[src/plv_pkg.sv]
// package: item types, field widths and result kind codes for the position list decoder
package plv_pkg;

    localparam int MASK_W  = 32;
    localparam int POS_W   = 32;
    localparam int FREQ_W  = 32;
    localparam int COUNT_W = 6;
    localparam int ACC_W   = 64;
    localparam int GROUP_W = 7;
    localparam int GC_W    = 4;

    localparam logic [1:0] KIND_POS = 2'd0;
    localparam logic [1:0] KIND_END = 2'd1;
    localparam logic [1:0] KIND_ERR = 2'd2;

    localparam logic [7:0] END_BYTE = 8'h00;

    typedef struct packed {
        logic [7:0] data_byte;
        logic       list_start;
    } in_item_t;

    typedef struct packed {
        logic [1:0]         kind;
        logic [POS_W-1:0]   position;
        logic [MASK_W-1:0]  active_mask;
        logic [COUNT_W-1:0] field_count;
        logic [FREQ_W-1:0]  term_frequency;
    } out_item_t;

endpackage

[src/plv_in_stage.sv]
// input register stage holding one accepted byte item
module plv_in_stage (
    input  logic              clk,
    input  logic              rst_n,
    input  logic              item_valid,
    output logic              item_ready,
    input  plv_pkg::in_item_t item,
    input  logic              advance,
    output logic              held_valid,
    output plv_pkg::in_item_t held_item
);
    import plv_pkg::*;

    logic     valid_reg;
    logic     valid_next;
    in_item_t item_reg;

    assign item_ready = !valid_reg || advance;
    assign valid_next = item_ready ? item_valid : valid_reg;

    always_ff @(posedge clk or negedge rst_n)
    begin
        if (!rst_n)
        begin
            valid_reg <= 1'b0;
        end
        else
        begin
            valid_reg <= valid_next;
        end
    end

    always_ff @(posedge clk)
    begin
        if (item_ready && item_valid)
        begin
            item_reg <= item;
        end
    end

    assign held_valid = valid_reg;
    assign held_item  = item_reg;

endmodule

[src/plv_decode.sv]
// varint assembly, delta and mask decode with running position and frequency state
module plv_decode (
    input  logic               clk,
    input  logic               rst_n,
    input  logic               step,
    input  plv_pkg::in_item_t  item,
    output logic               res_valid,
    output plv_pkg::out_item_t res
);
    import plv_pkg::*;

    function automatic logic [COUNT_W-1:0] ones_in(input logic [MASK_W-1:0] v);
        logic [COUNT_W-1:0] n;
        n = '0;
        for (int i = 0; i < MASK_W; i++)
        begin
            n = n + COUNT_W'(v[i]);
        end
        return n;
    endfunction

    logic [ACC_W-1:0]   acc_reg,   acc_next;
    logic [GC_W-1:0]    gc_reg,    gc_next;
    logic               pend_reg,  pend_next;
    logic [POS_W-1:0]   pos_reg,   pos_next;
    logic [MASK_W-1:0]  mask_reg,  mask_next;
    logic [COUNT_W-1:0] count_reg, count_next;
    logic [FREQ_W-1:0]  freq_reg,  freq_next;
    logic               done_reg,  done_next;

    logic [ACC_W-1:0]   acc_cur;
    logic [GC_W-1:0]    gc_cur;
    logic               pend_cur;
    logic [POS_W-1:0]   pos_cur;
    logic [MASK_W-1:0]  mask_cur;
    logic [COUNT_W-1:0] count_cur;
    logic [FREQ_W-1:0]  freq_cur;
    logic               done_cur;
    logic [ACC_W-1:0]   acc_shift;
    logic [FREQ_W:0]    freq_sum;
    logic               emit;
    logic [1:0]         kind;

    always_comb
    begin
        acc_cur   = item.list_start ? '0 : acc_reg;
        gc_cur    = item.list_start ? '0 : gc_reg;
        pend_cur  = item.list_start ? 1'b0 : pend_reg;
        pos_cur   = item.list_start ? '0 : pos_reg;
        mask_cur  = item.list_start ? MASK_W'(1) : mask_reg;
        count_cur = item.list_start ? COUNT_W'(1) : count_reg;
        freq_cur  = item.list_start ? '0 : freq_reg;
        done_cur  = item.list_start ? 1'b0 : done_reg;

        acc_shift = {acc_cur[ACC_W-GROUP_W-1:0], item.data_byte[GROUP_W-1:0]};
        freq_sum  = {1'b0, freq_cur} + (FREQ_W+1)'(count_cur);

        acc_next   = acc_cur;
        gc_next    = gc_cur;
        pend_next  = pend_cur;
        pos_next   = pos_cur;
        mask_next  = mask_cur;
        count_next = count_cur;
        freq_next  = freq_cur;
        done_next  = done_cur;
        emit       = 1'b0;
        kind       = KIND_ERR;

        if (done_cur)
        begin
            emit = 1'b1;
        end
        else if (gc_cur == '0 && item.data_byte == END_BYTE)
        begin
            emit      = 1'b1;
            done_next = 1'b1;
            kind      = pend_cur ? KIND_ERR : KIND_END;
        end
        else if (acc_cur[ACC_W-1:ACC_W-GROUP_W] != '0)
        begin
            emit      = 1'b1;
            done_next = 1'b1;
        end
        else if (item.data_byte[7])
        begin
            acc_next = acc_shift;
            gc_next  = (gc_cur == '1) ? gc_cur : gc_cur + GC_W'(1);
        end
        else if (!acc_shift[0])
        begin
            if (pend_cur || acc_shift[ACC_W-1:MASK_W+1] != '0)
            begin
                emit      = 1'b1;
                done_next = 1'b1;
            end
            else
            begin
                mask_next  = acc_shift[MASK_W:1];
                count_next = ones_in(acc_shift[MASK_W:1]);
                pend_next  = 1'b1;
                acc_next   = '0;
                gc_next    = '0;
            end
        end
        else if (acc_shift[ACC_W-1:POS_W+1] != '0)
        begin
            emit      = 1'b1;
            done_next = 1'b1;
        end
        else
        begin
            emit      = 1'b1;
            kind      = KIND_POS;
            acc_next  = '0;
            gc_next   = '0;
            pend_next = 1'b0;
            pos_next  = pos_cur + acc_shift[POS_W:1];
            freq_next = freq_sum[FREQ_W] ? '1 : freq_sum[FREQ_W-1:0];
        end
    end

    always_ff @(posedge clk or negedge rst_n)
    begin
        if (!rst_n)
        begin
            acc_reg   <= '0;
            gc_reg    <= '0;
            pend_reg  <= 1'b0;
            pos_reg   <= '0;
            mask_reg  <= MASK_W'(1);
            count_reg <= COUNT_W'(1);
            freq_reg  <= '0;
            done_reg  <= 1'b0;
        end
        else if (step)
        begin
            acc_reg   <= acc_next;
            gc_reg    <= gc_next;
            pend_reg  <= pend_next;
            pos_reg   <= pos_next;
            mask_reg  <= mask_next;
            count_reg <= count_next;
            freq_reg  <= freq_next;
            done_reg  <= done_next;
        end
    end

    assign res_valid          = step && emit;
    assign res.kind           = kind;
    assign res.position       = pos_next;
    assign res.active_mask    = mask_next;
    assign res.field_count    = count_next;
    assign res.term_frequency = freq_next;

endmodule

[src/plv_out_stage.sv]
// result register stage holding one result item until taken
module plv_out_stage (
    input  logic               clk,
    input  logic               rst_n,
    input  logic               res_valid,
    input  plv_pkg::out_item_t res,
    output logic               free,
    output logic               result_valid,
    input  logic               result_ready,
    output plv_pkg::out_item_t result
);
    import plv_pkg::*;

    logic      valid_reg;
    logic      valid_next;
    out_item_t result_reg;

    assign free       = !valid_reg || result_ready;
    assign valid_next = free ? res_valid : valid_reg;

    always_ff @(posedge clk or negedge rst_n)
    begin
        if (!rst_n)
        begin
            valid_reg <= 1'b0;
        end
        else
        begin
            valid_reg <= valid_next;
        end
    end

    always_ff @(posedge clk)
    begin
        if (free && res_valid)
        begin
            result_reg <= res;
        end
    end

    assign result_valid = valid_reg;
    assign result       = result_reg;

endmodule

[src/position_list_varint_decoder_top.sv]
// top level of the position list varint decoder
// a byte held in the input register is decoded into the result register when that is free
// throughput: one byte per cycle while result_ready keeps the result register free;
// continuation bytes and mask ends give no item; a byte is decoded when the result
// register is empty or being emptied; reset clears position, frequency and partial
// value, sets the mask to one and leaves both stages empty
module position_list_varint_decoder_top (
    input  logic               clk,
    input  logic               rst_n,
    input  logic               item_valid,
    output logic               item_ready,
    input  plv_pkg::in_item_t  item,
    output logic               result_valid,
    input  logic               result_ready,
    output plv_pkg::out_item_t result
);
    import plv_pkg::*;

    logic      held_valid;
    in_item_t  held_item;
    logic      free;
    logic      advance;
    logic      res_valid;
    out_item_t res;

    assign advance = held_valid && free;

    plv_in_stage u_in (
        .clk        (clk),
        .rst_n      (rst_n),
        .item_valid (item_valid),
        .item_ready (item_ready),
        .item       (item),
        .advance    (advance),
        .held_valid (held_valid),
        .held_item  (held_item)
    );

    plv_decode u_decode (
        .clk       (clk),
        .rst_n     (rst_n),
        .step      (advance),
        .item      (held_item),
        .res_valid (res_valid),
        .res       (res)
    );

    plv_out_stage u_out (
        .clk          (clk),
        .rst_n        (rst_n),
        .res_valid    (res_valid),
        .res          (res),
        .free         (free),
        .result_valid (result_valid),
        .result_ready (result_ready),
        .result       (result)
    );

endmodule
[config.mk]
export PLATFORM = sky130hd
export DESIGN_NAME = position_list_varint_decoder_top
export DESIGN_NICKNAME = d
export VERILOG_FILES = /design/src/plv_pkg.sv /design/src/plv_in_stage.sv /design/src/plv_decode.sv /design/src/plv_out_stage.sv /design/src/position_list_varint_decoder_top.sv
export SDC_FILE = /design/constraint.sdc
export NUM_CORES = 1
export LEC_CHECK = 0
export ABC_CLOCK_PERIOD_IN_PS = 5700
export BUFFER_PORTS_ARGS = -buffer_cell sky130_fd_sc_hd__clkbuf_2
export CORE_MARGIN = 10
export CORE_UTILIZATION = 49
export DETAILED_ROUTE_END_ITERATION = 6
export HOLD_SLACK_MARGIN = 0.1
export PLACE_DENSITY = 0.7
export SLEW_MARGIN = 10
export SYNTH_ARGS = -nofsm -noshare
export SYNTH_HDL_FRONTEND = slang
export SYNTH_HIERARCHICAL = 1
export SYNTH_SLANG_ARGS = --single-unit
[constraint.sdc]
create_clock -name clk -period 5.7 [get_ports clk]
set_clock_uncertainty 0.05 [all_clocks]
set_input_delay 0.57 -clock clk [delete_from_list [all_inputs] [get_ports clk]]
set_output_delay 0.57 -clock clk [all_outputs]
set_load 0.005 [all_outputs]
==> results of run 1 <==
## path summary, 6_finish.rpt
path,cells past startpoint,end,slack (ps),from
setup / recovery,18,u_out/result[36],270,u_in/held_item[0]
hold / removal,1,u_in/held_item[1],130,item[1]
setup reg to reg,18,u_out/result[36],270,u_in/held_item[0]
hold reg to reg,2,u_decode/pos_reg[25],420,u_decode/pos_reg[25]
max in group asynchronous,3,u_decode/gc_reg[0],4040,rst_n
min in group asynchronous,2,u_decode/pos_reg[24],520,rst_n
## layout by cell type, fill, tap and decap left out, drive strengths merged, types with 15 or more instances in the layout
cell type and instances:
fa 26, nand2 165, buf 30, nor2 93
ha 46, a21oi 99, a21o 23, nand4 24
nor2b 71, edfxtp 113, nor3 22, o21ai 101
nand3 18, dfrtp 172, a21boi 29, nor4 16
o2bb2ai 46, xor2 15, clkbuf 167, xnor2 23
a22oi 25, inv 78, mux2 38, a22o 46
## power by group through the flow
stage               clock network (uW)  logic, uW  registers, uW
floorplan                            0       1680           2890
global placement                     0       2390           2950
detailed placement                   0       2430           2970
CTS                               2020       2440           2930
global route                      2100       2720           2980
finish                            1980       2430           2940
## per-layer routing
| layer | up-vias | wire length, um | track usage [%] |
|---|---|---|---|
| met5 | - | 0 | 0 |
| met4 | 0 | 1581 | 7.871 |
| met3 | 84 | 2367 | 3.131 |
| met2 | 421 | 21810 | 36.05 |
| met1 | 6136 | 19210 | 28.39 |
| li1 | 5837 | - | - |
## worst register-to-register path, stage by stage, from the launching register on
cell and delay (ps):
edfxtp_1 460, buf_4 210, nor2b_1 160, inv_1 80
fa_1 530, fa_1 450, fa_1 510, fa_1 590
fa_1 440, fa_1 450, inv_1 60, ha_1 150
inv_1 50, fa_1 390, inv_1 70, a21o_1 120
a21oi_1 70, xnor2_1 160, a22o_1 190
## layout make-up
cell class | count | area (um2)
clock inverters | 6 | 33.78
well taps | 442 | 553.0
fillers | 2749 | 14250
flip-flops and latches | 287 | 7750
clock buffers | 50 | 979.7
inverters | 78 | 296.5
repair buffers | 148 | 849.6
multi-input cells | 1094 | 7572
## cells by family (layout without fill, tap and decap cells)
family / after synthesis / count (layout) / share of synthesized area (%)
flops: 287 / 287 / 48.60
simple gates: 465 / 465 / 14.56
buf+inv: 163 / 282 / 4.025
compound gates: 472 / 472 / 20.61
mux: 47 / 47 / 3.248
fa+ha+maj: 72 / 72 / 6.873
xor+xnor: 38 / 38 / 2.087
## per-stage QoR
step | utilization [%] | total power, uW | hold slack [ps]
2_1_floorplan | - | 4568 | 224.4
4_1_cts | 55.84 | 7394 | 112.4
3_3_place_gp | 52.67 | 5345 | 404.4
5_1_grt | 55.86 | 7799 | 114.6
3_5_place_dp | 52.67 | 5392 | 412.9
6_report | 55.86 | 7339 | 133.6
## synth_stat cells (all sizes together), types with 13 or more instances
library cell / number
a21boi: 29
a21o: 23
a21oi: 99
a22o: 46
a22oi: 25
a31oi: 14
and3: 13
buf: 25
clkbuf: 60
dfrtp: 172
edfxtp: 113
fa: 26
ha: 46
inv: 78
mux2: 38
nand2: 165
nand3: 18
nand4: 24
nor2: 93
nor2b: 71
nor3: 22
nor4: 16
o21ai: 101
o2bb2ai: 46
xnor2: 23
xor2: 15
## repair_timing
item | 4_1_cts | 5_1_grt
setup endpoints to repair | 0 | 4
gates resized for setup | 0 | 2
hold buffers | 1 | 0
endpoints found under the hold margin | 60 | 0
==> run metrics, run 1 <==
cell area after placement=17,010 um2; final worst setup slack=269.7 ps; postcts setup bufs=0; Post-Syn Area=15,950 um2; number of max-cap violations=0; Synth Flop Type=dfrtp_1; remaining antenna violation count after routing=0; RSZ-0062 raised after global routing=false; Design Area, Final=18,030 um2; WL per Instance=21.36 um; crit path buf inv count=5; Sw Share=between 30% and 40%; Root Driver=clkbuf_16; DR pass1 iterations=5; Synth Instances=around 1,500; PwrDens=406.9 nW/um2; die footprint=40,160 um2; Buffers on Ports=118; vias in the first global route=approximately 12,000; status=completed; GRT Resource Usage Total=21.71%; Sink Count=287; hold violation count in the final report=0; syn nets=1,629; core area=roughly 32,000 um2; worst skew pair latency=560 ps; layout cell share with drive strength beyond 1=16.42%; Non-Filler Instances=2,105; H-tree level count=1; largest area contributor in the netlist=dfrtp_1; GRT Residual Overflow=0; Tcrit/Tclk final=95.27%; Slew Limit Fails=0; critical path capture point type=flop; # rows=66; GP Congestion=0.9405; crit start category=flop; Slew @ Worst Pin=approximately 1000 ps; Cell Int Power=4739 uW; register area share after synthesis=48.60%; area growth from synthesis to layout=13.09%; initial drt markers=972; max incr delay on CP=590 ps; initial antenna violation count=1; cts bufs inserted=30; Logic pwr share=33.0%; global-route wire length before repair=70.90 mm; post-synthesis register bit count=287; Synth area leaders=dfrtp_1 27%, edfxtp_1 21%, nand2_1 3.9%; Crit Path Max Fanout=8; Total Wirelength=approximately 45 mm; Final setup viols=0; Worst EP required=between 5000 and 6000 ps; die span in y=200.4 um; Pleak=0.007858 uW; max frequency=184.2 MHz; Post-Synthesis Mean Instance Area=a little over 10 um2; Tightest Hold Check Type=in2reg; EDFF count, synth=113; io pins=around 120; n_diodes=0; Layout Nets=1,724; CTS tree=built; DR vias/cell=5.928; Die W=200.4 um; critical path arrival=around 5700 ps; crit path cell chain=buf_4, nor2b_1, inv_1, fa_1, fa_1, fa_1, fa_1, fa_1, fa_1, inv_1, ha_1, inv_1, fa_1, inv_1, a21o_1, a21oi_1, xnor2_1, a22o_1; cell mode on critical path=fa_1; setup TNS=0 ps; Async S/R FF share, synth=60.63%; post-synth top area share=between 20% and 30%; Initial Util=49.39%; Worst slew margin=32.51%; cell type group with the largest total delay on the critical path=adder cells; Slowest-stage cell, CP=fa_1; Final min period=roughly 5400 ps; vias=12,480; Yosys warnings=6; Max Root-Sink Buffers=3; hpwl dp=32.33 mm; Sequential Power Share=40.0%; Clock Power Share=26.9%; kind of critical path=reg2reg; DRC errors left=0; Place WS=around 200 ps; max FFs per register=between 100 and 150; Psw=2600 uW; CTS clk-pin slew, worst paths=60 ps; post-synthesis cell type count=81; VDD IR max=0.2863 mV; placed insts=2,048; largest net degree at the start of global routing=approximately 110
Note: power is estimated with default switching activity, not from simulation.
==> run 2, diff against run 1 <==
--- a/config.mk
+++ b/config.mk
@@ -13,2 +13,3 @@
 export HOLD_SLACK_MARGIN = 0.1
+export MAX_ROUTING_LAYER = met4
 export PLACE_DENSITY = 0.7
--- a/constraint.sdc
+++ b/constraint.sdc
@@ -4,2 +4,2 @@
 set_output_delay 0.57 -clock clk [all_outputs]
-set_load 0.005 [all_outputs]
+set_load 0.1 [all_outputs]
==> run metrics, run 2 (synthesis gave the netlist of run 1 again) <==
vias in the first global route=12,500 (was 12,290); highest routing layer actually used=met4 (unchanged); Tcrit/Tclk final=95.37% (was 95.27%); crit start category=flop (unchanged); GRT Residual Overflow=0 (unchanged); n_diodes=0 (unchanged); Buffers on Ports=118 (unchanged); max frequency=184.0 MHz (was 184.2 MHz); WL per Instance=21.70 um (was 21.36 um); commonest cells after routing, fill and taps aside=172 x dfrtp_1, 164 x nand2_1, 117 x clkbuf_2 (unchanged); RR Startpoint=u_in/held_item[0] (unchanged); PwrDens=473.5 nW/um2 (was 406.9 nW/um2); VDD IR max=0.2800 mV (was 0.2863 mV); largest net degree at the start of global routing=123 (was 113); final worst setup slack=264.0 ps (was 269.7 ps); critical path arrival=5700 ps (about the same); max FFs per register=104 (unchanged); initial drt markers=1,050 (was 972); WL met1=19.61 mm (was 19.21 mm); R2R depth=18 (unchanged); Final min period=5436 ps (was 5430 ps); global-route wire length before repair=72.69 mm (was 70.90 mm); number of max-cap violations=0 (unchanged); # rows=66 (unchanged); Design Area, Final=18,090 um2 (was 18,030 um2); GRT Resource Usage Total=22.90% (was 21.71%); remaining antenna violation count after routing=0 (unchanged); hold violation count in the final report=0 (unchanged); worst skew pair latency=560 ps (about the same); die footprint=40,160 um2 (unchanged); H-tree level count=1 (unchanged); worst hold start=item[8] (was item[1]); CTS clk-pin slew, worst paths=60 ps (about the same); Die W=200.4 um (unchanged); DR pass1 iterations=7 (was 5); hpwl dp=32.60 mm (was 32.33 mm); Pleak=0.007891 uW (was 0.007858 uW); Layout Nets=1,730 (was 1,724); cell area after placement=17,040 um2 (was 17,010 um2); core area=32,290 um2 (unchanged); die span in y=200.4 um (unchanged); met3 WL post-DR=2.346 mm (was 2.367 mm); Worst EP required=5960 ps (was 5970 ps); met2 wire length=22.52 mm (was 21.81 mm); Critical R2R Capture=u_out/result[36] (unchanged); vias=12,670 (was 12,480); hold path endpoint=u_in/held_item[8] (was u_in/held_item[1]); setup TNS=0 ps (unchanged); commonest non-fill, non-tap cell in the layout=dfrtp_1 (unchanged); critical path capture point type=flop (unchanged); DRC errors left=0 (unchanged); Final setup viols=0 (unchanged); Root Driver=clkbuf_16 (unchanged); Hold Path Depth=1 (unchanged); Worst slew margin=38.05% (was 32.51%); status=completed (unchanged); io pins=119 (unchanged); GP Congestion=0.9476 (was 0.9405); cts bufs inserted=31 (was 30); DR vias/cell=6.003 (was 5.928); Slew Limit Fails=0 (unchanged); Total Wirelength=45.80 mm (was 44.97 mm); Tightest Hold Check Type=in2reg (unchanged); Max Root-Sink Buffers=3 (unchanged); area growth from synthesis to layout=13.46% (was 13.09%); CTS tree=built (unchanged); Crit Path Max Fanout=8 (unchanged); reg2reg setup slack=260 ps (was 270 ps); Place WS=273.4 ps (was 197.3 ps); initial antenna violation count=0 (was 1); kind of critical path=reg2reg (unchanged); Sink Count=287 (unchanged); layout cell share with drive strength beyond 1=16.42% (about the same); Slew @ Worst Pin=928.2 ps (was 1006 ps); Initial Util=49.39% (unchanged)
## run 2: cell types whose count changed in the layout (fill, tap and decap cells not counted), moves of 2 or more
| cell | previous run | this run |
|---|---|---|
| clkbuf_1 | 8 | 10 |
| clkinv_1 | 0 | 2 |
| clkbuf_8 | 9 | 3 |
| bufinv_16 | 0 | 3 |
| buf_4 | 27 | 32 |
## run 2: worst max path at each step
stage,startpoint,end,depth (start not counted)
after floorplan,u_in/held_item[0],u_out/result[36],22
after global placement,u_in/held_item[0],u_out/result[36],18
after detailed placement,u_in/held_item[0],u_out/result[36],18
after CTS,u_in/held_item[0],u_decode/count_reg[5],20
after global routing,u_in/held_item[0],u_out/result[36],18
final,u_in/held_item[0],u_out/result[36],18
## run 2: metrics by stage
| stage | cells | hold WS, ps | total power [uW] | utilization [%] |
|---|---|---|---|---|
| final | 2111 | 137.1 | 8569 | 56.04 |
| after global routing | 2111 | 125.4 | 9020 | 56.04 |
| after CTS | 2110 | 120.1 | 8598 | 56.01 |
| after detailed placement | 2052 | 413.7 | 6528 | 52.76 |
| after global placement | 2052 | 405.8 | 6479 | 52.76 |
| after floorplan | 1544 | 224.4 | 5711 | - |
## run 2: repair_timing
item                                    4_1_cts  5_1_grt
setup buffers                                 0        1
endpoints found under the hold margin        51        0
hold buffers                                  1        0
gates resized for setup                       0        2
endpoints found under the setup margin        0        2
## run 2: worst max-delay path: stages (launching register included)
cell and delay (ps):
edfxtp_1 420, buf_4 190, nor2b_1 140, inv_1 80, fa_1 520, fa_1 570
fa_1 460, fa_1 580, fa_1 440, fa_1 460, inv_1 60, ha_1 150
inv_1 60, fa_1 400, inv_1 70, a21o_1 120, a21oi_1 80, xnor2_1 150
a22o_1 180
## run 2: final cells by class
type	count	area, um2
fill	2781	14190
sequential	287	7750
multi-input combinational	1094	7574
clock buffer	46	904.6
timing repair buffer	153	887.1
tap	442	553.0
inverter	78	292.8
clock inverter	11	133.9
## run 2: metal layers
| metal | up-vias | GRT usage, % |
|---|---|---|
| met2 | 437 | 37.80 |
| met5 | - | - |
| met1 | 6291 | 29.36 |
| met4 | 0 | 6.519 |
| met3 | 90 | 2.582 |
| li1 | 5854 | - |
## run 2: where the power goes
group	switching, uW	internal (uW)	leakage [uW]	total (uW)
logic	2660	924	0.00395	3580
clock network	822	1230	0.000505	2050
registers	279	2660	0.00343	2940
total	3760	4810	0.00789	8570
==> run 3, diff against run 2 <==
BUFFER_PORTS_ARGS = -buffer_cell sky130_fd_sc_hd__buf_2   (was -buffer_cell sky130_fd_sc_hd__clkbuf_2)
==> run metrics, run 3 (synthesis gave the netlist of run 1 again) <==
final hold slack=115.8 ps (was 137.1 ps); Slowest-stage cell, CP=fa_1 (unchanged); CTS tree=built (unchanged); initial antenna violation count=0 (unchanged); GRT Residual Overflow=0 (unchanged); R2R depth=18 (unchanged); number of max-cap violations=0 (unchanged); crit start category=flop (unchanged); setup TNS=0 ps (unchanged); worst skew pair latency=580 ps (was 560 ps); Tcrit/Tclk final=96.34% (was 95.37%); CTS clk-pin slew, worst paths=70 ps (was 60 ps); Place WS=153.5 ps (was 273.4 ps); H-tree level count=1 (unchanged); Slew @ Worst Pin=1077 ps (was 928.2 ps); WL per Instance=21.99 um (was 21.70 um); Buffers on Ports=118 (unchanged); layout cell share with drive strength beyond 1=16.98% (was 16.42%); critical path capture point type=flop (unchanged); final worst setup slack=208.6 ps (was 264.0 ps); critical path arrival=5770 ps (was 5700 ps); cts bufs inserted=31 (unchanged); reg2reg setup slack=210 ps (was 260 ps); Worst slew margin=28.23% (was 38.05%); n_diodes=0 (unchanged); hold violation count in the final report=0 (unchanged); cell mode on critical path=fa_1 (unchanged); Stages on worst setup path=18 (unchanged); initial drt markers=1,193 (was 1,050); RSZ-0062 raised after global routing=false; die footprint=40,160 um2 (unchanged); remaining antenna violation count after routing=0 (unchanged); crit path buf inv count=5 (unchanged); Slew Limit Fails=0 (unchanged); DR pass1 iterations=6 (was 7); status=completed (unchanged); cell type group with the largest total delay on the critical path=adder cells (unchanged); Max Root-Sink Buffers=3 (unchanged); Layout Nets=1,733 (was 1,730); Die W=200.4 um (unchanged); commonest non-fill, non-tap cell in the layout=dfrtp_1 (unchanged); DR vias/cell=6.026 (was 6.003); commonest cells after routing, fill and taps aside=172 x dfrtp_1, 164 x nand2_1, 117 x buf_2 (was 172 x dfrtp_1, 164 x nand2_1, 117 x clkbuf_2); hpwl dp=32.93 mm (was 32.60 mm); Final setup viols=0 (unchanged); Tightest Hold Check Type=in2reg (unchanged); # fillers=2,807 (was 2,781); kind of critical path=reg2reg (unchanged); Root Driver=clkbuf_16 (unchanged); PwrDens=477.3 nW/um2 (was 473.5 nW/um2); Critical R2R Capture=u_out/result[36] (unchanged); GRT Resource Usage Total=23.19% (was 22.90%); GP Congestion=0.9408 (was 0.9476); Sink Count=287 (unchanged); Worst EP required=5980 ps (was 5960 ps); VDD IR max=0.3767 mV (was 0.2800 mV); crit path cell chain=buf_6, nor2b_2, inv_1, fa_1, fa_1, fa_1, fa_1, fa_1, fa_1, inv_1, ha_1, inv_1, fa_1, inv_1, a21o_1, a21oi_1, xnor2_1, a22o_1 (was buf_4, nor2b_1, inv_1, fa_1, fa_1, fa_1, fa_1, fa_1, fa_1, inv_1, ha_1, inv_1, fa_1, inv_1, a21o_1, a21oi_1, xnor2_1, a22o_1); global-route wire length before repair=73.60 mm (was 72.69 mm); Initial Util=49.39% (unchanged); io pins=119 (unchanged); RR Startpoint=u_in/held_item[0] (unchanged); vias in the first global route=12,430 (was 12,500); die span in y=200.4 um (unchanged); Crit Path Max Fanout=13 (was 8); DRC errors left=0 (unchanged); max incr delay on CP=580 ps (about the same); Pleak=0.007888 uW (was 0.007891 uW); Total Wirelength=46.50 mm (was 45.80 mm); Critical Path Source=u_in/held_item[0] (unchanged); Final min period=5491 ps (was 5436 ps); vias=12,750 (was 12,670); max FFs per register=104 (unchanged); max frequency=182.1 MHz (was 184.0 MHz); Worst Setup EP=u_out/result[36] (unchanged); largest net degree at the start of global routing=106 (was 123); area growth from synthesis to layout=13.94% (was 13.46%); core area=32,290 um2 (unchanged); # rows=66 (unchanged)
## run 3: area by class of cell
class                   instances  area (um2)  share of cell area (%)
flip-flops and latches        287        7750                   42.65
multi-input cells            1094        7579                   41.71
repair buffers                156       913.4                   5.027
clock buffers                  40       849.6                   4.675
well taps                     442       553.0                   3.043
inverters                      78       296.5                   1.632
clock inverters                18       230.2                   1.267
## run 3: worst min-delay path by stage
stage                                    start              endpoint  slack, ps  cells past startpoint
after CTS                              item[8]     u_in/held_item[8]        110                      1
after global routing                   item[1]     u_in/held_item[1]        110                      1
after detailed placement  u_decode/pos_reg[25]  u_decode/pos_reg[25]        420                      2
after global placement    u_decode/pos_reg[25]  u_decode/pos_reg[25]        410                      2
final                                  item[8]     u_in/held_item[8]        120                      1
after floorplan                          rst_n   u_decode/acc_reg[0]        220                      0
## run 3: metrics by stage
step | std cells | util, % | power, uW | instance area (um2)
floorplan | 1544 | - | 5711 | 16010
global placement | 2051 | 52.74 | 6476 | 17030
detailed placement | 2051 | 52.74 | 6528 | 17030
CTS | 2110 | 56.11 | 8685 | 18120
global route | 2115 | 56.28 | 9083 | 18170
finish | 2115 | 56.28 | 8674 | 18170
## run 3: report_power, final
group | switching (uW) | leakage [uW] | internal (uW)
sequential | 272 | 0.00343 | 2660
clock | 857 | 0.000511 | 1280
combinational | 2670 | 0.00395 | 941
total | 3800 | 0.00789 | 4870
## run 3: repair_timing
action | 4_1_cts | 5_1_grt
gates resized for setup | 0 | 5
endpoints found under the hold margin | 69 | 0
endpoints found under the setup margin | 0 | 4
hold buffers | 1 | 0
buffers inserted | 0 | 5
## run 3: metal layers
metal / vias up / global-route usage (%) / wire length [um]
li1: 5862 / - / -
met1: 6317 / 30.07 / 19750
met2: 483 / 38.09 / 22840
met3: 83 / 2.663 / 2611
met4: 0 / 6.113 / 1304
met5: - / - / 0
## run 3: worst register-to-register path, stage by stage (launching register included)
cell and delay (ps):
edfxtp_1 450, buf_6 190, nor2b_2 140, inv_1 80, fa_1 520, fa_1 580
fa_1 450, fa_1 570, fa_1 440, fa_1 480, inv_1 70, ha_1 150
inv_1 60, fa_1 420, inv_1 70, a21o_1 100, a21oi_1 80, xnor2_1 150
a22o_1 200
